[src/oks_pkg.sv]
// ----------------------------------------------------------------------------
// oks_pkg
// Shared types and constants for the ordered key set core and its cells.
// ----------------------------------------------------------------------------
`default_nettype none

package oks_pkg;

	localparam int CAPACITY = 64;
	localparam int IDX_W    = (CAPACITY > 1) ? $clog2(CAPACITY) : 1;

	typedef enum logic [2:0] {
		OP_INSERT = 3'd0,
		OP_DELETE = 3'd1,
		OP_EXISTS = 3'd2,
		OP_NEXT   = 3'd3,
		OP_PREV   = 3'd4,
		OP_KTH    = 3'd5
	} op_t;

	typedef struct packed {
		logic [2:0]         op;
		logic signed [31:0] key;
	} req_t;

	typedef struct packed {
		logic               found;
		logic signed [31:0] value;
		logic               full_rejected;
	} rsp_t;

	// what one cell shows its neighbors
	typedef struct packed {
		logic signed [31:0] key;
		logic               valid;
		logic               lt;
		logic               gt;
	} nbr_t;

	// broadcast control from the sequencer to every cell
	typedef struct packed {
		logic               capture;
		logic               ins;
		logic               del;
		logic [2:0]         op;
		logic signed [31:0] key;
	} cell_ctl_t;

endpackage

`default_nettype wire

[src/oks_cell.sv]
// ----------------------------------------------------------------------------
// oks_cell
// One slot of the sorted chain: holds a key, compares it with the request,
// shifts with its neighbors on insert and delete, flags itself as an answer.
// ----------------------------------------------------------------------------
`default_nettype none

module oks_cell (
	input  wire logic                      clk,
	input  wire logic                      arst_n,
	input  wire logic [oks_pkg::IDX_W-1:0] idx,
	input  wire logic signed [31:0]        cmp_key,
	input  wire oks_pkg::cell_ctl_t        ctl,
	input  wire oks_pkg::nbr_t             left,
	input  wire oks_pkg::nbr_t             right,
	output oks_pkg::nbr_t                  self,
	output logic                           eq,
	output logic                           sel
);
	import oks_pkg::*;

	logic signed [31:0] key_q;
	logic               valid_q;
	logic               lt_q, eq_q, rk_q;
	logic               lt_c, eq_c, rk_c, gt;
	logic [31:0]        rank;

	assign rank = 32'(idx) + 32'd1;

	always_comb begin
		lt_c = valid_q && (key_q < cmp_key);
		eq_c = valid_q && (key_q == cmp_key);
		rk_c = (rank == $unsigned(cmp_key));
	end

	// compare flags, taken when a transaction is accepted
	always_ff @(posedge clk) begin
		if (ctl.capture) begin
			lt_q <= lt_c;
			eq_q <= eq_c;
			rk_q <= rk_c;
		end
	end

	assign gt = valid_q && !lt_q && !eq_q;

	always_comb begin
		case (ctl.op)
			OP_NEXT: sel = gt && !left.gt;
			OP_PREV: sel = lt_q && !right.lt;
			OP_KTH:  sel = rk_q && valid_q;
			default: sel = 1'b0;
		endcase
	end

	always_ff @(posedge clk or negedge arst_n) begin
		if (!arst_n) begin
			valid_q <= 1'b0;
		end else if (ctl.ins && !lt_q) begin
			valid_q <= left.lt ? 1'b1 : left.valid;
		end else if (ctl.del && !lt_q) begin
			valid_q <= right.valid;
		end
	end

	always_ff @(posedge clk) begin
		if (ctl.ins && !lt_q) begin
			key_q <= left.lt ? ctl.key : left.key;
		end else if (ctl.del && !lt_q) begin
			key_q <= right.key;
		end
	end

	assign self = '{key: key_q, valid: valid_q, lt: lt_q, gt: gt};
	assign eq   = eq_q;

endmodule

`default_nettype wire

[config.mk]
export PLATFORM = sky130hd
export DESIGN_NAME = oks_cell
export DESIGN_NICKNAME = d
export VERILOG_FILES = /design/src/oks_pkg.sv /design/src/oks_cell.sv
export SDC_FILE = /design/constraint.sdc
export NUM_CORES = 1
export LEC_CHECK = 0
export ABC_AREA = 1
export BUFFER_PORTS_ARGS = -buffer_cell sky130_fd_sc_hd__buf_2
export CORE_MARGIN = 1
export CORE_UTILIZATION = 47
export DETAILED_ROUTE_END_ITERATION = 12
export PLACE_DENSITY = 0.87
export SLEW_MARGIN = 20
export SYNTH_ARGS = -nofsm -noshare
export SYNTH_HDL_FRONTEND = slang
export SYNTH_SLANG_ARGS = --single-unit
[constraint.sdc]
create_clock -name clk -period 4.71 [get_ports clk]
set_clock_uncertainty 0.15 [all_clocks]
set_input_delay 0.7065 -clock clk [delete_from_list [all_inputs] [get_ports clk]]
set_output_delay 0.7065 -clock clk [all_outputs]
set_load 0.01 [all_outputs]
==> impl_metrics.py <==
metrics = {
    "drt": {
        "wl_um": 8152,
        "drc": 0,
        "via_per_inst": 5.016,
        "ant_nets": 0,
        "first_pass_iters": 4,
        "routed-via-count": 3140,
        "avgRoutedWirePerCell_um": 13.02,
        "drt-initial-drc-count": 94,
    },
    "timing": {
        "max-slew-margin-rel_pct": 34.61,
        "drv_slew": 0,
        "tightest_slew_ns": 0.9785,
        "finalSetupTns_ns": 0,
        "max_freq_mhz": 433.7,
        "period_minus_slack_ns": 2.306,
        "post-route-period-util_pct": 48.96,
        "finalSetupViolations": 0,
        "holdWs_ns": 0.03441,
        "rsz0062_at_grt": "false",
        "hold_viol": 0,
    },
    "critical_path": {
        "crit_chain": "inv_1 > o31ai_1 > a32o_1 > buf_2",
        "cp_data_arrival_time_ns": 1.45,
        "cp-start-kind": "flip-flop",
        "reg2reg_depth": 3,
        "slowest_stage": "edfxtp_1",
        "r2r_start": "lt_q$_DFFE_PP_",
        "cp.required_ns": 3.85,
        "cp_slowest_stage_delay_ns": 0.50,
        "worst-setup-path-type": "reg2out",
        "path_max_fanout": 5,
        "cp-end-kind": "output port",
        "rrSetupSlack_ns": 2.64,
        "r2r_end": "key_q[29]$_DFFE_PP_",
    },
    "clock_tree": {
        "cts-root-buf": "clkbuf_8",
        "cts_hold_buf": 0,
        "post_cts_resized": 0,
        "cts_tree": "yes",
        "htreeDepth": 2,
        "cts_sinks": 36,
        "cts_buffer_depth": 2,
        "clock_latency_ns": 0.28,
        "post_cts_buffers": 0,
        "cts-buffers-inserted": 5,
        "clk_pin_slew_ns": 0.08,
    },
    "die": {
        "io_pins": 185,
        "core_area_um2": 5991,
        "start_util_pct": 49.04,
        "dieArea_um2": 6571,
        "die_w_um": 81.06,
        "rows": 28,
        "chipHeight_um": 81.06,
    },
    "global_routing": {
        "grt_max_degree": 41,
        "overflow": 0,
        "grt_pass1_vias": 2996,
        "antenna_found_initial": 0,
        "groute.usage.overall_pct": 25.30,
        "grt_pass1_wl_um": 12830,
    },
    "synthesis": {
        "seq_area_frac_synth_pct": 36.63,
        "synth.distinct_cells": 35,
        "synth.area.top_cells": "edfxtp_1 (36%), ha_1 (14%), nand2_1 (13%)",
        "synth-compound-area-share_pct": 12.90,
        "syn_nets": 558,
        "async_reset_ff_share_pct": 2.778,
        "ys_seq_elements": 36,
        "synth-edff-count": 35,
        "synthMuxAreaShare_pct": 0,
        "synth_top_family_by_area": "simple AND/OR/NAND/NOR gates",
        "syn_avg_cell_area_um2": 7.793,
        "synth_most_common_cell": "nand2_1",
        "yosys-top-cells-count": "nand2_1 (105), nor2_1 (50), edfxtp_1 (35)",
        "synth_warnings": 0,
        "synth_xor_area_share_pct": 2.385,
        "synth_ff_type": "edfxtp_1",
        "syn_area_um2": 2938,
        "yosysTopAreaCellShare_pct": 35.78,
        "synth_cells": 377,
        "yosysTopAreaCell": "edfxtp_1",
        "yosys.area_share.simple_pct": 25.34,
        "synth_fa_ha_area_share_pct": 14.05,
    },
    "pwr": {
        "max-vdd-ir-drop_mv": 0.1363,
        "leakage_nw": 2.076,
        "power_mw": 1.127,
        "p_per_area_nw_per_um2": 284.7,
    },
    "finish": {
        "drive_above_1_share_pct": 37.93,
        "final_cells": 626,
        "antennaDiodeCount": 0,
        "area_delta_synth_final_pct": 34.67,
        "nets": 732,
    },
    "outcome": {
        "outcome": "finished, final reports clean",
    },
    "placed_design": {
        "gp_congestion": 0.8615,
        "dp_cells": 619,
        "portBuffers": 183,
        "dp_hpwl_um": 6737,
    },
    "min_path": {
        "hold_path.class": "in2async",
    },
    "flow_run": {
        "drv_cap": 0,
    },
}
## worst max path at each step
stage          cells past startpoint           start  slack, ns                   to
4_1_cts                            4  lt_q$_DFFE_PP_       2.39                  sel
2_1_floorplan                      2         ctl[36]       1.97   key_q[0]$_DFFE_PP_
3_3_place_gp                       5         ctl[36]       2.38  key_q[29]$_DFFE_PP_
3_5_place_dp                       5         ctl[36]       2.32  key_q[29]$_DFFE_PP_
6_report                           4  lt_q$_DFFE_PP_       2.40                  sel
5_1_grt                            4  lt_q$_DFFE_PP_       2.28                  sel
## flip-flops by register name, indices dropped and copies added, names as in the netlist
register,cells
valid_q,1
lt_q,1
rk_q,1
eq,1
key_q,32
## kinds of logic (layout without fill, tap and decap cells)
family,Yosys count,in the layout
AOI/OAI and AO/OA,61,61
xor gates and xnor gates,8,8
DFF,36,36
adders and majority gates,33,33
and+or+nand+nor,178,178
buffers and inverters,61,235
## area by class of cell
cell class / count / area [um^2]
Clock inverter: 2 / 7.507
Fill cell: 514 / 2034
Inverter: 44 / 165.2
Clock buffer: 5 / 68.82
Tap cell: 75 / 93.84
Timing Repair Buffer: 184 / 923.4
Sequential cell: 36 / 1076
Multi-Input combinational cell: 280 / 1622
## layout by cell type, fill, tap and decap left out, types with 2 or more instances in the layout
cell      instances
nand3_1           6
a31oi_1          33
nor4_1            3
clkbuf_8          5
nor2_1           48
inv_2            10
nor2_4            2
nor3_1            3
xor2_1            4
ha_1             33
edfxtp_1         35
o21ai_0           3
nand2_1         105
a21oi_1          16
buf_2           183
xnor2_1           4
clkinv_1          2
inv_1            34
nand4_1           4
## metrics by stage
| stage | worst slack, ns | utilization [%] | cell area [um^2] |
|---|---|---|---|
| detailed placement | 2.316 | 64.77 | 3880 |
| CTS | 2.385 | 66.04 | 3956 |
| floorplan | 1.970 | - | 2938 |
| global placement | 2.375 | 64.77 | 3880 |
| global route | 2.277 | 66.04 | 3956 |
| finish | 2.404 | 66.04 | 3956 |
## worst max-delay path, delay by kind of cell (launching register included)
| kind | cells | cell delay (ns) |
|---|---|---|
| buf+inv | 2 | 0.23 |
| compound gates | 2 | 0.44 |
| flops | 1 | 0.50 |
## routing by layer
metal,wire length (um),GRT usage [%]
met1,3350,28.64
met2,4187,47.31
met5,0,0
met4,167,8.929
met3,448,4.270
## power breakdown
part / leakage, nW / switching (mW) / internal, mW / total, mW
Sequential: 0.348 / 0.0380 / 0.433 / 0.471
Clock: 0.0391 / 0.113 / 0.0980 / 0.211
Combinational: 1.69 / 0.257 / 0.188 / 0.444
No activity file was read; power rests on OpenSTA's default activity.
